`src/rtl/tnt_mul.sv`:
```
// Shared signed 32 x 32 multiplier with a registered product.
module tnt_mul (
  input  logic               clk_i,
  input  logic signed [31:0] a_i,
  input  logic signed [31:0] b_i,
  output logic signed [63:0] p_o
);

  logic signed [63:0] p_q;

  // product register, no reset on payload
  always_ff @(posedge clk_i) begin
    p_q <= a_i * b_i;
  end

  assign p_o = p_q;

endmodule

```
`config.mk`:
```
export PLATFORM = sky130hd
export DESIGN_NAME = tnt_mul
export DESIGN_NICKNAME = d
export VERILOG_FILES = /design/src/rtl/tnt_mul.sv
export SDC_FILE = /design/constraint.sdc
export NUM_CORES = 2
export LEC_CHECK = 0
export BUFFER_PORTS_ARGS = -buffer_cell sky130_fd_sc_hd__buf_2
export CORE_MARGIN = 10
export CORE_UTILIZATION = 50
export CTS_BUF_LIST = sky130_fd_sc_hd__clkbuf_16
export DETAILED_ROUTE_END_ITERATION = 12
export PLACE_DENSITY_LB_ADDON = 0.15
export SYNTH_ARGS = -nofsm -noshare
export SYNTH_HDL_FRONTEND = slang
export SYNTH_SLANG_ARGS = --single-unit
```
`constraint.sdc`:
```
create_clock -name clk_i -period 13.01 [get_ports clk_i]
set_clock_uncertainty 0.05 [all_clocks]
set_input_delay 3.2525 -clock clk_i [delete_from_list [all_inputs] [get_ports clk_i]]
set_output_delay 3.2525 -clock clk_i [all_outputs]
set_load 0.05 [all_outputs]
```
==> flow_summary.json <==
{
  "routed_via_density": 5.29,
  "place.gp.congestion": 0.880,
  "cts.sinks": 64,
  "slew_viol_final": 0,
  "cp-end-kind": "flip-flop",
  "grt_max_degree": 33,
  "globalRouteOverflowTotal": 0,
  "synth.yosys.seq_area_share_pct": 3.44,
  "htreeDepth": 3,
  "fin_crit_sh_pct": 88.0,
  "rows": 100,
  "grt_pass1_vias": 29400,
  "clk_pin_slew_ps": 80,
  "hold_viol": 0,
  "rsz0062_at_grt": "false",
  "ys.flop_type": "dfxtp_1",
  "ys_warn_count": 0,
  "layout-drive-gt1-share_pct": 5.25,
  "drv_cap": 0,
  "fin_ws_ps": 1560,
  "startpoint_type": "primary input",
  "critPathRequiredTime_ps": 13300,
  "grt_first_pass_wirelength_um": 170000,
  "syn_inst": 3884,
  "vias": 25600,
  "pin_count": 129,
  "placed_cell_area_um2": 38600,
  "finalInstanceArea_um2": 38900,
  "relSlewSlack_pct": 29.7,
  "synth-seq-cells": 64,
  "cts_made_buffers": 9,
  "clk_path_buf_depth": 2,
  "worst-path-max-fanout": 32,
  "io_buffer_count": 128,
  "wirelength_um": 105000,
  "synth_area_um2": 37200,
  "dp_hpwl_um": 85100,
  "clock-root-buffer": "clkbuf_16",
  "synth_edf_count": 0,
  "min-delay-path-class": "in -> reg",
  "max_freq_mhz": 87.3,
  "drtIter0Drc": 1332,
  "fin_crit_ps": 11450,
  "finalSetupTns_ps": 0,
  "area_growth_syn_to_layout_pct": 4.49,
  "tightest_slew_ps": 1050,
  "wl_per_cell_um": 21.7,
  "cts_resized": 0,
  "grt_antenna_before_repair": 5,
  "postCtsSetupBuffers": 0,
  "final_nets": 5192,
  "worst-setup-path-type": "in -> reg",
  "tritoncts": "done",
  "largest_reg_flops": 64,
  "hold_buffers": 0,
  "grtUsageTotal_pct": 25.9,
  "pre_cts_ws_ps": 1170,
  "n_antenna_cell": 0,
  "synth.net_count": 5215,
  "outcome": "completed",
  "ant_nets": 0,
  "finalSetupViolCount": 0,
  "die-area_um2": 85800,
  "async_flop_share_pct": 0,
  "drt_first_pass_iters": 5,
  "core_area_um2": 74200,
  "avgSynthCellArea_um2": 9.59,
  "arrival_ps": 11750,
  "synth_cell_type_count": 63,
  "die_h_um": 293,
  "die_w_um": 293,
  "drc": 0,
  "start_util_pct": 50.2
}
## logic make-up (layout without fill, tap and decap cells)
logic type / after synthesis / count (layout) / share of synthesized area (%)
fa+ha+maj: 1266 / 1266 / 64.3
flops: 64 / 64 / 3.44
simple gates: 1134 / 1134 / 15.4
xor+xnor: 75 / 75 / 1.76
buf+inv: 1152 / 1134 / 11.6
compound gates: 193 / 193 / 3.46
## cells in the mapped netlist, drive strengths merged (2+ instances only)
library cell	number	area, um^2
o211ai	3	22.5
and3	9	62.6
ha	184	2300
o31a	2	18.8
o22a	2	17.5
clkbuf	195	732
nor2b	3	18.8
inv	952	3570
and4	4	37.5
a2111oi	2	25.0
nor3	7	40.0
a21oi	68	340
nand3	15	75.1
o21ai	31	163
a31oi	13	96.3
nor2	42	158
nand2b	9	56.3
nand4	7	43.8
xnor2	53	464
or3	5	32.5
o31ai	7	66.3
xor2	22	193
a211oi	8	87.6
dfxtp	64	1280
nand3b	2	18.8
buf	5	22.5
fa	1082	21700
o21bai	15	113
and2	516	3230
a21o	25	190
a21boi	3	22.5
o21a	4	30.0
nor4	2	18.8
nand2	511	1920
## final cells by class
| type | count | area (um^2) |
|---|---|---|
| well taps | 969 | 1210 |
| repair buffers | 166 | 926 |
| inverters | 952 | 3570 |
| clock inverters | 7 | 62.6 |
| multi-input cells | 2668 | 31600 |
| clock buffers | 9 | 225 |
| flip-flops and latches | 64 | 1280 |
| fillers | 6941 | 35300 |
## critical path, cell delays in order
cell	delay [ps]
buf_2	590
nand2_1	210
inv_1	170
fa_1	460
fa_1	490
fa_1	840
fa_1	550
fa_1	510
fa_1	510
fa_1	490
inv_1	50
fa_1	470
inv_1	40
ha_1	390
a21o_1	260
a31oi_1	480
nor2_1	120
a2111oi_2	580
o22a_1	210
o211ai_1	90
buf_4	180
a2111oi_1	350
o21bai_1	120
a21oi_1	180
xnor2_1	130
## worst paths after layout
check / depth (start not counted) / from / end
worst max-delay path: 25 / b_i[2] / p_o[60]
worst min-delay path: 2 / b_i[0] / p_o[0]
## placed cells by master, fill, tap and decap left out, types with 42 or more instances in the layout
| master | netlist | layout |
|---|---|---|
| ha_1 | 184 | 184 |
| nor2_1 | 42 | 42 |
| a21oi_1 | 68 | 68 |
| inv_1 | 952 | 952 |
| nand2_1 | 511 | 511 |
| fa_1 | 1082 | 1082 |
| and2_1 | 516 | 516 |
| buf_2 | 3 | 128 |
| dfxtp_1 | 64 | 64 |
| xnor2_1 | 53 | 53 |
## layer usage
metal	up-vias	global-route usage, %	part of all wire, %
met5	-	0	0.029
met4	6	9.96	4.1
met3	177	3.74	6.0
met2	781	44.7	50
met1	13600	32.6	39
li1	11000	-	-
## through the flow
stage / cells / hold slack, ps / utilization (%)
2_1_floorplan: 3884 / 3330 / -
3_3_place_gp: 4819 / 3670 / 52.1
3_5_place_dp: 4819 / 3670 / 52.1
4_1_cts: 4835 / 3330 / 52.4
5_1_grt: 4835 / 3350 / 52.4
6_report: 4835 / 3360 / 52.4
Power is left out: the tool's default activity adds up to more than one toggle a clock period on the data nets, which glitch-free logic cannot reach.
