File: config.mk
export PLATFORM = sky130hd
export DESIGN_NAME = tnt_div
export DESIGN_NICKNAME = d
export VERILOG_FILES = /design/src/rtl/tnt_pkg.sv /design/src/rtl/tnt_div.sv
export SDC_FILE = /design/constraint.sdc
export NUM_CORES = 1
export LEC_CHECK = 0
export ABC_AREA = 1
export ABC_CLOCK_PERIOD_IN_PS = 3590
export BUFFER_PORTS_ARGS = -buffer_cell sky130_fd_sc_hd__buf_2
export CAP_MARGIN = 25
export CORE_UTILIZATION = 26
export CTS_BUF_LIST = sky130_fd_sc_hd__clkbuf_2 sky130_fd_sc_hd__clkbuf_4 sky130_fd_sc_hd__clkbuf_8
export CTS_CLUSTER_DIAMETER = 30
export CTS_CLUSTER_SIZE = 28
export DETAILED_ROUTE_END_ITERATION = 8
export PLACE_DENSITY = 0.52
export REMOVE_ABC_BUFFERS = 1
export SLEW_MARGIN = 15
export SYNTH_ARGS = -nofsm -noshare
export SYNTH_HDL_FRONTEND = slang
export SYNTH_SLANG_ARGS = --single-unit
File: constraint.sdc
create_clock -name clk_i -period 3.59 [get_ports clk_i]
set_input_delay 0 -clock clk_i [delete_from_list [all_inputs] [get_ports clk_i]]
set_output_delay 0 -clock clk_i [all_outputs]
set_load 0.02 [all_outputs]
File: src/rtl/tnt_pkg.sv
// Shared types, constants and helper functions for the triangle normal and tangent block.
package tnt_pkg;

  // Wide operand width used by the divider and the accumulators
  localparam int unsigned WIDE_W   = 62;
  localparam int unsigned DIV_CNT_W = 7;
  localparam int unsigned SHIFT_W  = 5;

  // Fixed fractional shift of the tangent quotient (Q16.16)
  localparam logic [SHIFT_W-1:0] TAN_FRAC = SHIFT_W'(16);

  // Saturated tangent words
  localparam logic [31:0] TAN_POS_MAX = 32'h7fff_ffff;
  localparam logic [31:0] TAN_NEG_MAX = 32'h8000_0000;

  // Status bits
  localparam int unsigned STAT_NRM_ZERO = 0;
  localparam int unsigned STAT_DET_ZERO = 1;

  // Divider control word
  typedef struct packed {
    logic               start;
    logic               rnd;
    logic [SHIFT_W-1:0] k;
  } tnt_div_ctl_t;

  function automatic logic signed [32:0] sub33(input logic [31:0] a, input logic [31:0] b);
    return $signed({a[31], a}) - $signed({b[31], b});
  endfunction

  function automatic logic [32:0] mag33(input logic signed [32:0] v);
    return v[32] ? 33'(-v) : 33'(v);
  endfunction

  function automatic logic [WIDE_W-1:0] mag62(input logic signed [WIDE_W-1:0] v);
    return v[WIDE_W-1] ? WIDE_W'(-v) : WIDE_W'(v);
  endfunction

  // Divide by 2^s, truncating toward zero; result fits 31 bits signed
  function automatic logic signed [30:0] scale31(input logic signed [32:0] v,
                                                 input logic [1:0] s);
    logic [32:0] m;
    logic [30:0] t;
    m = mag33(v) >> s;
    t = m[30:0];
    return v[32] ? -$signed(t) : $signed(t);
  endfunction

endpackage

File: src/rtl/tnt_div.sv
// Restoring serial divider: one quotient bit a cycle, extra fraction bits, sticky saturation.
module tnt_div (
  input  logic                          clk_i,
  input  logic                          rst_ni,
  input  tnt_pkg::tnt_div_ctl_t         ctl_i,
  input  logic [tnt_pkg::WIDE_W-1:0]    num_i,
  input  logic [tnt_pkg::WIDE_W-1:0]    den_i,
  output logic                          done_o,
  output logic [31:0]                   quo_o
);
  import tnt_pkg::*;

  logic                 busy_q, done_q;
  logic [DIV_CNT_W-1:0] cnt_q, end_q;
  logic [WIDE_W-1:0]    n_q, d_q, r_q;
  logic [30:0]          q_q;
  logic                 sat_q, rnd_q;
  logic [WIDE_W:0]      r_sh;
  logic                 ge, up;
  logic [31:0]          q_rnd;

  // trial subtract of the shifted remainder
  assign r_sh = {r_q, n_q[WIDE_W-1]};
  assign ge   = r_sh >= {1'b0, d_q};

  // control
  always_ff @(posedge clk_i or negedge rst_ni) begin
    if (!rst_ni) begin
      busy_q <= 1'b0;
      done_q <= 1'b0;
      cnt_q  <= '0;
    end else begin
      done_q <= 1'b0;
      if (ctl_i.start) begin
        busy_q <= 1'b1;
        cnt_q  <= '0;
      end else if (busy_q) begin
        cnt_q <= cnt_q + 1'b1;
        if (cnt_q == end_q - 1'b1) begin
          busy_q <= 1'b0;
          done_q <= 1'b1;
        end
      end
    end
  end

  // datapath
  always_ff @(posedge clk_i) begin
    if (ctl_i.start) begin
      n_q   <= num_i;
      d_q   <= den_i;
      r_q   <= '0;
      q_q   <= '0;
      sat_q <= 1'b0;
      rnd_q <= ctl_i.rnd;
      end_q <= DIV_CNT_W'(WIDE_W) + DIV_CNT_W'(ctl_i.k);
    end else if (busy_q) begin
      n_q   <= n_q << 1;
      r_q   <= ge ? WIDE_W'(r_sh - {1'b0, d_q}) : r_sh[WIDE_W-1:0];
      q_q   <= {q_q[29:0], ge};
      sat_q <= sat_q | q_q[30];
    end
  end

  // round half up, then clamp to 2^31
  assign up    = rnd_q && ({r_q, 1'b0} >= {1'b0, d_q});
  assign q_rnd = {1'b0, q_q} + 32'(up);
  assign quo_o = sat_q ? TAN_NEG_MAX : q_rnd;
  assign done_o = done_q;

  assert property (@(posedge clk_i) disable iff (!rst_ni) ctl_i.start |-> den_i != '0)
    else $error("divider started with zero divisor");
  assert property (@(posedge clk_i) disable iff (!rst_ni) ctl_i.start |-> !busy_q)
    else $error("divider restarted while busy");
  assert property (@(posedge clk_i) disable iff (!rst_ni) busy_q |-> r_q < d_q)
    else $error("divider remainder not below divisor");

endmodule
==> reports/summary.txt <==
Die span in x -> 243 µm
Power share of the clock group -> 28.0%
Final Cycle Share -> 108%
Fin. Hold Viols -> 0
Ranking of synthesized cells by area -> edfxtp_1 (26%), nand2_1 (19%), dfxtp_1 (12%), inv_1 (8.1%), ha_1 (5.5%)
Final Worst Setup Slack -> -295 ps
Int Pwr -> 9.72 mW
Fin nets -> 2834
Critical R2R Capture -> r_q[55]$_SDFFE_PP0P_
Violations in the final reports -> setup timing
CORE AREA -> 0.0576 mm²
Final Core Density -> 39.1%
Worst path bufs/invs -> 5
Layout cells sized above 1 -> 26.6%
Top-area cell type share of the netlist area -> 26.2%
Avg Vias per Cell -> 4.43
CTS buffer count -> 77
Post-DP Area -> 0.0173 mm²
Vias in the first global route -> 16000
Net Sw Power -> 6.50 mW
GRT Util Overall -> 17.9%
CTS H-tree depth -> 3
Setup TNS -> -2080 ps
Clk_lat worst skew -> 680 ps
Crit path capture type -> output pin
FF-to-FF path depth -> 27
DRT Wirelength -> 53300 µm
Starting density of the core -> 26.3%
Slowest stage cell, crit path -> edfxtp_1
WHS Endpoint -> d_q[47]$_DFFE_PP_
Crit-path max cell delay -> 330 ps
CTS tree -> built
Status -> finished, violations left
Setup violations, final -> 13
Final Total Pwr -> 16.2 mW
Synth cell types -> 50
Worst-path maximum fanout -> 3
Ys async rst share -> 3.83%
Data required, critical path -> 3590 ps
Hold Path Class -> input pin to register
Pwr Density -> 720 mW/mm²
Register bit count reported by yosys -> 235
Gate Count Post-Synth -> 2125
Hold Startpoint -> den_i[47]
Rows -> 88
Fmax -> 257 MHz
Arrival @ worst endpoint -> 3890 ps
Crit path launch type -> register
Root buffer cell -> clkbuf_8
Initial antenna violation count -> 4
IO Port Bufs -> 165
Num ports -> 166
Drt first-iter violations -> 711
Mapped Area -> 0.0151 mm²
Dpl cells -> 3085
Post-synth top area cell -> edfxtp_1
DRC viols -> 0
P&R area growth vs syn -> 48.9%
Largest net degree at the start of global routing -> 61
Relative slew slack -> 43.2%
Comb power frac -> 48.6%
Clock Pin Slew Worst Setup and Hold Paths -> 50 ps
Post-synth EDFFs -> 132
FF-to-FF setup slack -> 180 ps
Mapped Avg Cell Area -> 7.12 µm²
Vias -> 15400
Slew @ Worst Pin -> 851 ps
Die ar. -> 0.0592 mm²
Kind of critical path -> register to output pin
CP Depth -> 25
Max cap viols -> 0
First drt pass iteration count -> 5
WL per Instance -> 15.4 µm
Crit path time final -> 3890 ps
First-pass GRT wire length -> 83700 µm
Sequential area share after synthesis -> 40.1%
Clock skew -> 52.3 ps
Crit-path most repeated cell -> nor2_4
Post-DP HPWL -> 38800 µm
Sw Ratio -> 40.1%
Synth Flop Type -> edfxtp_1
Yosys warns -> 0
VDD IR-drop max -> 305 µV
Leakage power total -> 10.7 nW
Fin cells -> 3465
Clk sink count -> 235
Family with the most delay on the worst path -> simple AND/OR/NAND/NOR gates
Crit Reg-Reg Startpoint -> d_q[54]$_DFFE_PP_
Die height -> 243 µm
Fin area -> 0.0225 mm²
Seq pwr share -> 23.3%
Gr ovfl total -> 0
Placer Congestion -> 0.945
Slew Viols, Final -> 0
Setup repair after global routing missed its margin -> true
Clk buf depth -> 3
Hold Path Depth -> 2
Routed Antenna Nets -> 0
## metrics by stage
step / hold slack, ps / setup slack [ps]
after floorplan: -296 / -2120
after global placement: -133 / 32.8
after detailed placement: -135 / -3.85
after CTS: 0.809 / -530
after global routing: 31.5 / -509
final: 60.5 / -295
## synth_stat cells, types with 3 or more instances
library cell and count:
o211ai_2 10, a21oi_1 90, edfxtp_1 132, nand3_2 9, nor2_2 10, inv_1 325, nor2_1 147, nand2_1 778
nand4_1 25, nand3_1 91, xnor2_1 37, nand2_2 9, o21a_1 4, xor2_1 9, o21bai_1 13, clkbuf_1 31
or2_1 12, nor3_2 5, o21ai_1 6, buf_6 8, a31oi_1 3, inv_2 9, ha_1 67, buf_1 4
nor2_4 4, dfrtp_1 9, o21ai_0 58, o211ai_1 23, dfxtp_1 94, nor4_1 10, nand3b_1 4, nor3_1 35
a21oi_2 4, o22ai_1 28
## cells by family (layout without fill, tap and decap cells)
family	Yosys count	after routing	share of synthesized area (%)
flip-flops	235	235	40.1
AO/OA/AOI/OAI	245	245	9.75
buffers and inverters	385	958	10.2
AND/OR/NAND/NOR	1146	1146	31.6
other	0	2	0
XOR/XNOR	46	46	2.66
adder cells (fa/ha/maj)	68	68	5.67
## cell type report
| type | count | area (µm²) |
|---|---|---|
| flip-flops and latches | 235 | 6070 |
| well taps | 765 | 957 |
| diodes | 2 | 5.00 |
| multi-input cells | 1505 | 8710 |
| repair buffers | 478 | 3770 |
| fillers | 5919 | 35100 |
| inverters | 336 | 1270 |
| clock buffers | 101 | 1310 |
| clock inverters | 43 | 435 |
## how the worst max path moves through the flow
| stage | start | endpoint | slack (ps) |
|---|---|---|---|
| after global routing | d_q[31]$_DFFE_PP_ | quo_o[30] | -510 |
| after detailed placement | d_q[61]$_DFFE_PP_ | quo_o[26] | -4 |
| after CTS | d_q[55]$_DFFE_PP_ | quo_o[26] | -530 |
| after floorplan | busy_q$_DFF_PN0_ | n_q[0]$_SDFFCE_PN0P_ | -2120 |
| final | d_q[31]$_DFFE_PP_ | quo_o[22] | -300 |
| after global placement | d_q[61]$_DFFE_PP_ | quo_o[26] | 30 |
## power groups by stage
stage          Sequential [mW]  Combinational, mW  Clock [mW]
5_1_grt                   3.85               8.74        4.84
4_1_cts                   3.74               7.37        4.70
3_5_place_dp              3.71               6.30           0
2_1_floorplan             3.63               4.14           0
6_report                  3.79               7.89        4.55
3_3_place_gp              3.70               6.29           0
## worst reg2reg max path, delay by kind of cell (launching register included)
| family | cells | cell delay [ps] |
|---|---|---|
| adders and majority gates | 1 | 200 |
| buffers and inverters | 17 | 1940 |
| DFF | 1 | 380 |
| AOI/OAI and AO/OA | 1 | 180 |
| and+or+nand+nor | 8 | 600 |
## cells in the final DEF, fill, tap and decap left out, types with 24 or more instances in the layout
cell type        n
nor2_1         127
nand3_1         87
xnor2_1         37
edfxtp_1       132
nand4_1         25
ha_4            43
buf_4          153
nor3_1          28
a21oi_1         75
inv_2           40
dlygate4sd3_1  154
dfxtp_1         94
o21ai_0         54
nand2_1        709
ha_1            24
inv_1          293
nand2_2         53
o22ai_1         28
nand2_4         26
clkbuf_8        88
buf_2          143
## sequential cells by signal, summed over array words and instances, names as in the netlist
signal,count
done_o,1
q_q,31
sat_q,1
d_q,62
busy_q,1
cnt_q,7
end_q,7
n_q,62
r_q,62
rnd_q,1
## metal layers
metal | global-route usage (%) | vias up | part of all wire, %
met2 | 30.3 | 344 | 47
met1 | 21.8 | 7065 | 44
met4 | 7.05 | 4 | 2.9
met5 | 0 | - | 0.041
li1 | - | 7844 | -
met3 | 4.41 | 100 | 6.1
## what timing repair did
item | CTS | global route
pin swaps | 45 | 79
setup endpoints to repair | 28 | 32
endpoints found under the hold margin | 166 | 0
gates resized for setup | 169 | 133
hold buffers | 154 | 0
gates cloned | 0 | 0
buffers inserted | 74 | 28
Note: power is estimated with default switching activity, not from simulation.
