$ cat src/rtl/tnt_pkg.sv
// Shared types, constants and helper functions for the triangle normal and tangent block.
package tnt_pkg;

  // Wide operand width used by the divider and the accumulators
  localparam int unsigned WIDE_W   = 62;
  localparam int unsigned DIV_CNT_W = 7;
  localparam int unsigned SHIFT_W  = 5;

  // Fixed fractional shift of the tangent quotient (Q16.16)
  localparam logic [SHIFT_W-1:0] TAN_FRAC = SHIFT_W'(16);

  // Saturated tangent words
  localparam logic [31:0] TAN_POS_MAX = 32'h7fff_ffff;
  localparam logic [31:0] TAN_NEG_MAX = 32'h8000_0000;

  // Status bits
  localparam int unsigned STAT_NRM_ZERO = 0;
  localparam int unsigned STAT_DET_ZERO = 1;

  // Divider control word
  typedef struct packed {
    logic               start;
    logic               rnd;
    logic [SHIFT_W-1:0] k;
  } tnt_div_ctl_t;

  function automatic logic signed [32:0] sub33(input logic [31:0] a, input logic [31:0] b);
    return $signed({a[31], a}) - $signed({b[31], b});
  endfunction

  function automatic logic [32:0] mag33(input logic signed [32:0] v);
    return v[32] ? 33'(-v) : 33'(v);
  endfunction

  function automatic logic [WIDE_W-1:0] mag62(input logic signed [WIDE_W-1:0] v);
    return v[WIDE_W-1] ? WIDE_W'(-v) : WIDE_W'(v);
  endfunction

  // Divide by 2^s, truncating toward zero; result fits 31 bits signed
  function automatic logic signed [30:0] scale31(input logic signed [32:0] v,
                                                 input logic [1:0] s);
    logic [32:0] m;
    logic [30:0] t;
    m = mag33(v) >> s;
    t = m[30:0];
    return v[32] ? -$signed(t) : $signed(t);
  endfunction

endpackage

$ cat src/rtl/tnt_sqrt.sv
// Iterative floor square root, two radicand bits per cycle.
module tnt_sqrt (
  input  logic                         clk_i,
  input  logic                         rst_ni,
  input  logic                         start_i,
  input  logic [tnt_pkg::WIDE_W-1:0]   rad_i,
  output logic                         done_o,
  output logic [30:0]                  root_o
);
  import tnt_pkg::*;

  logic        busy_q, done_q;
  logic [4:0]  cnt_q;
  logic [63:0] x_q, res_q, bit_q;
  logic [63:0] trial;

  assign trial = res_q + bit_q;

  // control
  always_ff @(posedge clk_i or negedge rst_ni) begin
    if (!rst_ni) begin
      busy_q <= 1'b0;
      done_q <= 1'b0;
      cnt_q  <= '0;
    end else begin
      done_q <= 1'b0;
      if (start_i) begin
        busy_q <= 1'b1;
        cnt_q  <= '0;
      end else if (busy_q) begin
        cnt_q <= cnt_q + 5'd1;
        if (cnt_q == 5'd31) begin
          busy_q <= 1'b0;
          done_q <= 1'b1;
        end
      end
    end
  end

  // bit-pair recurrence
  always_ff @(posedge clk_i) begin
    if (start_i) begin
      x_q   <= 64'(rad_i);
      res_q <= '0;
      bit_q <= 64'h4000_0000_0000_0000;
    end else if (busy_q) begin
      if (x_q >= trial) begin
        x_q   <= x_q - trial;
        res_q <= (res_q >> 1) + bit_q;
      end else begin
        res_q <= res_q >> 1;
      end
      bit_q <= bit_q >> 2;
    end
  end

  assign done_o = done_q;
  assign root_o = res_q[30:0];

endmodule

$ cat config.mk
export PLATFORM = sky130hd
export DESIGN_NAME = tnt_sqrt
export DESIGN_NICKNAME = d
export VERILOG_FILES = /design/src/rtl/tnt_pkg.sv /design/src/rtl/tnt_sqrt.sv
export SDC_FILE = /design/constraint.sdc
export NUM_CORES = 1
export LEC_CHECK = 0
export BUFFER_PORTS_ARGS = -buffer_cell sky130_fd_sc_hd__buf_4
export CAP_MARGIN = 40
export CELL_PAD_IN_SITES_DETAIL_PLACEMENT = 0
export CELL_PAD_IN_SITES_GLOBAL_PLACEMENT = 1
export CORE_MARGIN = 2
export CORE_UTILIZATION = 51
export CTS_CLUSTER_DIAMETER = 200
export DETAILED_ROUTE_END_ITERATION = 8
export PLACE_DENSITY = 0.95
export SETUP_SLACK_MARGIN = 0.02
export SLEW_MARGIN = 20
export SYNTH_ARGS = -nofsm -noshare
export SYNTH_HDL_FRONTEND = slang
export SYNTH_SLANG_ARGS = --single-unit
$ cat constraint.sdc
create_clock -name clk_i -period 16.8 [get_ports clk_i]
set_input_delay 1.68 -clock clk_i [delete_from_list [all_inputs] [get_ports clk_i]]
set_output_delay 1.68 -clock clk_i [all_outputs]
set_load 0.01 [all_outputs]
==> results by stage, run 1 <==
Status:
- The flow ran to the end, and the final reports show no timing, DRC or antenna violations.

Detailed routing:
- The final wirelength is 45.0 mm.
- The count of nets left with antenna violations once routing finished came out at 0.
- The number of DRC violations after detailed routing is 0.
- The total iterations of the first detailed-routing run is 6.
- The vias per cell is 6.30.
- Dividing the detail-routed wire length by the instance count gives 18.8 um.
- The number of vias after detailed routing is 15,000.
- The number of DRC markers after the initial detailed-route iteration is 1,211.

Logic synthesis:
- Summed over all instances, the cell type with the most area after synthesis is dfxtp_1.
- The flip-flop and latch count after synthesis is 167.
- After synthesis, flip-flops and latches occupy 25.7% of the total area.
- During synthesis, Yosys emitted a total of 0 warnings.
- The share of synthesized area in the top cell type comes to 12.6%.
- Sorting the synthesized cells by area gives the leading types as dfxtp_1 13%, edfxtp_1 12%, ha_1 11%.
- The post-synthesis instance area is 15,600 sq um.
- The count of different cell masters after synthesis is 76.
- The async set-or-reset flop fraction in the synthesized netlist is 4.19%.
- The number of nets in the synthesized netlist is 2,203.
- The gate count after technology mapping is 2,005.
- The number of enable-type register cells in the synthesized netlist is 62.
- The synthesized area per cell is 7.76 sq um.
- The dominant synthesized flop cell is dfxtp_1.

Placed design:
- The detailed placer's ending HPWL is 34.2 mm.
- The congestion estimate from routability-driven global placement came to 1.01.
- OpenSTA, run right after detailed placement, puts the worst setup slack at 9.60 ns.
- Input and output buffers added on the ports amount to 96.

STA:
- Setup violations remaining at the end of the flow were counted as 0.
- The measured slew at the worst slew-check pin is 0.854 ns.
- The final worst-path cycle share is 43.3%.
- The final hold violation count was 0.
- The post-route clock skew is 0.0199 ns.
- The total negative slack for setup checks is 0 ns.
- The worst path in the final design needs a cycle of 7.28 ns, including I/O delays and setup.
- The fmax is 137 MHz.
- Headroom to the max-slew limit came out at 42.4%.
- Across all hold checks on the routed design, the worst slack comes to 0.503 ns.
- Setup repair after global routing left no endpoint under its margin.
- Once routing completed, OpenROAD measured the worst setup slack at 9.52 ns.
- The final-report max-slew violation count is 0.

Power:
- Summed over all cells, the static leakage comes to 6.68 nW.
- The worst-case IR drop observed on VDD is 0.0921 mV.
- The power per cell area is 147 nW/um^2.

GRT:
- After global routing the overflow that remains totals 0.
- The largest net degree at the start of global routing is 143.
- The number of antenna violations at the first check in global routing is 0.
- The first global-routing pass estimated 72.8 mm of wire.
- The number of global-route vias before repair was 14,300.
- The total global-route track usage is 28.5%.

Clocking:
- The total clock buffers created by CTS is 17.
- The clock tree synthesis step divided the H-tree into 4 levels.
- The number of clock sinks is 167.
- After clock tree synthesis, the repair step resized 0 gates.
- Once the clock tree was built, the setup fixing pass inserted 0 buffers.
- The tree is rooted in a clkbuf_16.
- The clock latency of the later-clocked register in the worst-skew pair is 0.46 ns.
- The total of hold buffers inserted after clock tree synthesis is 0.
- TritonCTS built the clock tree.
- The deepest clock path buffer count is 2.
- Clock-pin slew was measured on the worst setup and hold paths at 0.07 ns.

Setup path:
- The start of the worst register-to-register path is res_q[2].
- The worst-case register-to-register setup slack is 9.52 ns.
- The worst reg2reg path depth is 22.
- STA classifies the critical path endpoint as a register.
- The end point of the critical path is x_q[0].
- The launch point of the worst path is res_q[2].
- Along the worst path, the maximum fanout reaches 39.
- For the worst setup path, the data arrival time is 7.37 ns.
- The type of the setup path with the least slack is reg2reg.
- For the worst setup path, the data required time is 16.89 ns.
- The worst setup path is launched from a register.
- The endpoint identified for the worst register-to-register timing path is x_q[0].

Floorplan:
- The die is 179 um wide.
- After floorplanning, the core was divided into 63 placement rows.
- In this run the vertical extent of the chip is 179 um.
- The region available for standard cell placement spans 29,800 sq um.
- 97 I/O pins were placed.
- The die area is 31,900 sq um.
- The starting density of the core is 52.2%.

Hold path:
- Counting instances, the worst hold path has a depth of 2.
- The path class of the tightest hold or removal check is reg2reg.

Run:
- The number of maximum-capacitance violations is 0.

Layout:
- The fraction of layout cells with a size suffix above 1 is 8.27%.
- The net total in the final layout is 2,182.
- The area growth from synthesis to layout is 8.17%.
- The top cell types in the final layout, fill and taps aside, are 218 x nand2_1, 218 x nor2_1, 179 x o21ai_0.
- The count of inserted antenna diode cells is 0.
stage by stage:
stage	utilization, %	cell area [sq um]	instances	power (mW)
after global routing	56.5	16800	2386	2.66
after detailed placement	54.2	16200	2353	2.02
after floorplan	-	15600	2005	1.71
after CTS	56.3	16800	2384	2.45
after global placement	54.0	16100	2351	2.00
final	56.5	16800	2386	2.47
synthesized netlist by cell type (all sizes together) (11+ instances only):
cell type and number:
xor2 66, inv 41, o21bai 21, a21o 38
nand2b 12, buf 45, o31ai 11, a21oi 148
dfxtp 98, xnor2 87, nand4 50, ha 132
clkbuf 100, a311oi 16, nand2 219, o21ai 180
o21a 26, a31o 13, a211oi 44, and3 15
a31oi 64, nor2b 19, nor4 14, nor2 218
mux2i 48, and2 11, nor3 26, or3 20
edfxtp 62, nand3 39
area by class of cell:
type                    instances  area [sq um]
inverters                      42           158
flip-flops and latches        167          4000
clock buffers                  20           478
repair buffers                105           885
multi-input cells            1651         10700
clock inverters                11           135
fillers                      2800         13000
well taps                     390           488
worst min-delay path by stage:
stage                    to  slack [ns]  startpoint
floorplan           x_q[63]        0.46     x_q[63]
global placement    x_q[63]        0.48     x_q[63]
detailed placement  x_q[63]        0.49     x_q[63]
CTS                 x_q[63]        0.50     x_q[63]
global route        x_q[63]        0.55     x_q[63]
finish              x_q[63]        0.50     x_q[63]
power by group:
part           internal [mW]  switching (mW)
Clock                  0.238           0.182
Combinational          0.545           0.887
Sequential             0.560          0.0629
per-layer routing:
| metal | vias up | GRT usage, % | share of wire (%) |
|---|---|---|---|
| met3 | 91 | 5.07 | 6.2 |
| met1 | 7077 | 36.4 | 44 |
| met4 | 0 | 10.7 | 3.1 |
| li1 | 7322 | - | - |
| met5 | - | 0 | 0 |
| met2 | 532 | 47.8 | 47 |
cell families (layout without fill, tap and decap cells):
logic type | count (synthesis) | after routing | share of synthesized area, %
AOI/OAI and AO/OA | 644 | 644 | 26.2
xor gates and xnor gates | 153 | 153 | 8.62
adders and majority gates | 133 | 133 | 10.7
buffers and inverters | 187 | 178 | 5.65
DFF | 167 | 167 | 25.7
muxes | 52 | 52 | 3.38
and+or+nand+nor | 669 | 669 | 19.7
sequential cells by signal (all words and copies together) (netlist names):
register  flops
bit_q        32
x_q          64
res_q        64
busy_q        1
cnt_q         5
done_o        1
worst max-delay path, stage by stage, from the launching register on:
cell	delay (ns)
dfxtp_1	0.46
ha_1	0.32
a31oi_1	0.34
o21ai_0	0.40
and3_1	0.34
o311a_1	0.34
nor2_1	0.25
o21ai_0	0.30
a21o_1	0.30
a31oi_1	0.29
o21bai_1	0.11
xnor2_1	0.15
ha_1	0.45
nand4_1	0.18
or2_2	0.35
nor3_1	0.12
o21ai_0	0.10
nand2_1	0.15
a31oi_1	0.12
o31a_4	0.46
nand2b_1	0.25
nand2_2	0.49
buf_4	0.58
(Power assumes the default switching activity.)
==> run 2, diff against run 1 <==
Settings changed: CORE_UTILIZATION 51 to 47, PLACE_DENSITY 0.95 to 0.89.
Clock period 16.8 ns to 6.85 ns, I/O delays scaled along.
==> run 2 against run 1 <==
  * Clock power grew 140%
  * Via count fell by 0.87%
  * Final cell count grew 2.9%
  * Critical path depth is 1 higher
  * Global-route usage decreased by 1.6 points
  * Sequential power up 140%
  * First-iteration DRC count fell by 11%
  * Utilization shrank 4.4 points
  * Critical path type unchanged
  * Largest cell class unchanged
==> results by stage, run 2 (synthesis gave the netlist of run 1 again) <==
Placed design:
- The wire-length estimate of the detail-placed layout is 35.4 mm.
- Buffers placed on the I/O ports in this run total 96.
- In this run, placement finished with an instance count of 2,422.
- Routability-driven placement finished with a final weighted congestion of 0.918.

Layout:
- The repair_antennas step left the layout with diodes totalling 0.
- The top cell types in the final layout, fill and taps aside, are 218 x nand2_1, 218 x nor2_1, 179 x o21ai_0.
- The net total in the final layout is 2,198.
- The area growth from synthesis to layout is 8.94%.
- In the final layout, the share of cells above drive strength 1 is 9.09%.
- Measured on the finished design, the core utilization comes to 52.1%.
- The largest registers in the layout are res_q: 64 flops, x_q: 64 flops, bit_q: 32 flops.
- The non-filler instance count after layout is 2,455.

Setup path:
- The arrival time at the worst endpoint is 6.81 ns.
- The kind of start point of the critical path is a register.
- The biggest cell delay along the critical path is 0.50 ns.
- The critical path endpoint category is a register.
- Among all stages on the critical path, the largest delay is contributed by dfxtp_1.
- For the worst setup path, the data required time is 7.18 ns.
- The critical path is of the reg2reg type.
- Walking the worst path, the cells encountered are ha_1 > a31oi_1 > a211oi_1 > o2bb2ai_1 > o311a_1 > nor2_1 > o21ai_0 > a21o_1 > a31oi_1 > o21bai_1 > xnor2_1 > ha_1 > a21o_1 > a21o_1 > a221oi_1 > o21ai_0 > a211o_1 > a31oi_1 > o31a_4 > buf_12 > nand2_1 > o221ai_1 > a21oi_1.
- The worst reg2reg path depth is 23.
- The worst register-to-register path ends at res_q[56].
- The largest driver fanout on the critical path is 51.
- In this run the worst setup path begins at res_q[10].
- The worst-case register-to-register setup slack is 0.37 ns.
- The start of the worst register-to-register path is res_q[10].

GRT:
- The number of antenna violations at the first check in global routing is 0.
- The number of global-route vias before repair is 14,100.
- The met3 routing resource usage after global routing is 4.62%.
- The total global-route track usage is 26.9%.
- For met2 alone, demand over resource in global routing was 46.8%.
- Entering global routing, the biggest net connects 83 pins.
- The global-route met1 utilization is 33.8%.
- After global routing, the most crowded layer is met2.
- Summed over all layers, the global routing overflow is 0.
- The global-route wire length before repair is 74.0 mm.

Clocking:
- The number of setup buffers added after CTS is 0.
- The total clock buffers created by CTS is 17.
- The deepest clock path buffer count is 2.
- The total of cells resized after clock tree synthesis is 0.
- The TritonCTS clock tree is built.
- CTS built an H-tree with a depth of 4.
- Clock latency on the worst-skew pair, taken at its later pin, is 0.46 ns.
- Clock-pin slew was measured on the worst setup and hold paths at 0.07 ns.
- For this design, the CTS-stage hold fixing added 0 buffers.
- CTS placed an instance of clkbuf_16 at the clock tree root.
- The number of clock sinks is 167.

Floorplan:
- The die is 186 um wide.
- The standard-cell row count is 66.
- The core region is 32,500 sq um.
- The vertical die dimension is 186 um.
- The I/O pin count is 97.
- For this configuration, the core starts out at a cell density of 47.8%.
- The die covers 34,600 sq um.

STA:
- After layout, the worst path uses 94.5% of the clock period.
- The final-report max-slew violation count came to 0.
- Setup repair after global routing left no endpoint under its margin.
- The final hold violation count came to 0.
- The measured slew at the worst slew-check pin is 0.831 ns.
- Adding up every negative setup slack in the final design gives 0 ns.
- Clock skew on the completed layout was measured at 0.0124 ns.
- The fmax is 154 MHz.
- The shortest period the worst path allows is 6.48 ns.
- Setup violations remaining at the end of the flow were counted as 0.
- Measured against its own limit, the worst slew margin works out to 44.0%.

Detailed routing:
- The detail route stage leaves a number of antenna-violating nets equal to 0.
- The final wirelength is 46.0 mm.
- The number of vias after detailed routing is 14,900.
- For this run, the detailed router's first-pass iteration total came to 8.
- Dividing the detail-routed wire length by the instance count gives 18.7 um.
- In the routed design, unresolved DRC markers number 0.
- The vias per cell is 6.07.
- The number of DRC markers after the initial detailed-route iteration is 1,081.

Power:
- The worst supply voltage drop on vdd is 0.222 mV.
- The static leakage is 6.74 nW.
- The power per cell area is 359 nW/um^2.

Run:
- Across the run, the number of max-cap violations was 0.

Status:
- The flow ran to the end, and the final reports show no timing, DRC or antenna violations.

Hold path:
- The min-delay analysis places its worst path in the category in2async.
run 2: worst max path at each step:
stage	end	slack, ns
finish	res_q[56]	0.37
global route	res_q[52]	0.04
CTS	x_q[53]	0.38
detailed placement	x_q[53]	0.42
global placement	x_q[53]	0.55
floorplan	x_q[0]	0.23
run 2: power breakdown:
group	internal (mW)	total, mW	switching, mW
Sequential	1.37	1.51	0.138
Clock	0.542	1.01	0.468
Combinational	1.37	3.57	2.20
Total	3.28	6.08	2.81
run 2: metrics by stage:
stage	instance area (sq um)	power (mW)	hold WS [ns]	setup slack (ns)
after floorplan	15600	4.19	0.389	0.231
after detailed placement	16300	5.03	0.490	0.417
final	16900	6.08	0.0290	0.374
after global routing	16900	6.55	0.00788	0.0419
after global placement	16300	5.00	0.466	0.552
after CTS	16900	6.06	0.0174	0.384
run 2: routing by layer:
layer,wire (um),vias to the layer above
met5,0,-
met2,22300,434
li1,-,7369
met4,1180,0
met3,2420,66
met1,20000,7022
run 2: final cells by class:
cell class / count / area (sq um)
Clock buffer: 19 / 464
Clock inverter: 13 / 130
Fill cell: 3209 / 15600
Inverter: 42 / 158
Multi-Input combinational cell: 1651 / 10700
Sequential cell: 167 / 4000
Tap cell: 442 / 553
Timing Repair Buffer: 121 / 950
run 2: critical path, delay by kind of cell (launching register included):
kind | cells | cell delay (ns)
flip-flops | 1 | 0.50
AO/OA/AOI/OAI | 17 | 4.31
adder cells (fa/ha/maj) | 2 | 0.72
buffers and inverters | 1 | 0.22
AND/OR/NAND/NOR | 2 | 0.41
XOR/XNOR | 1 | 0.15
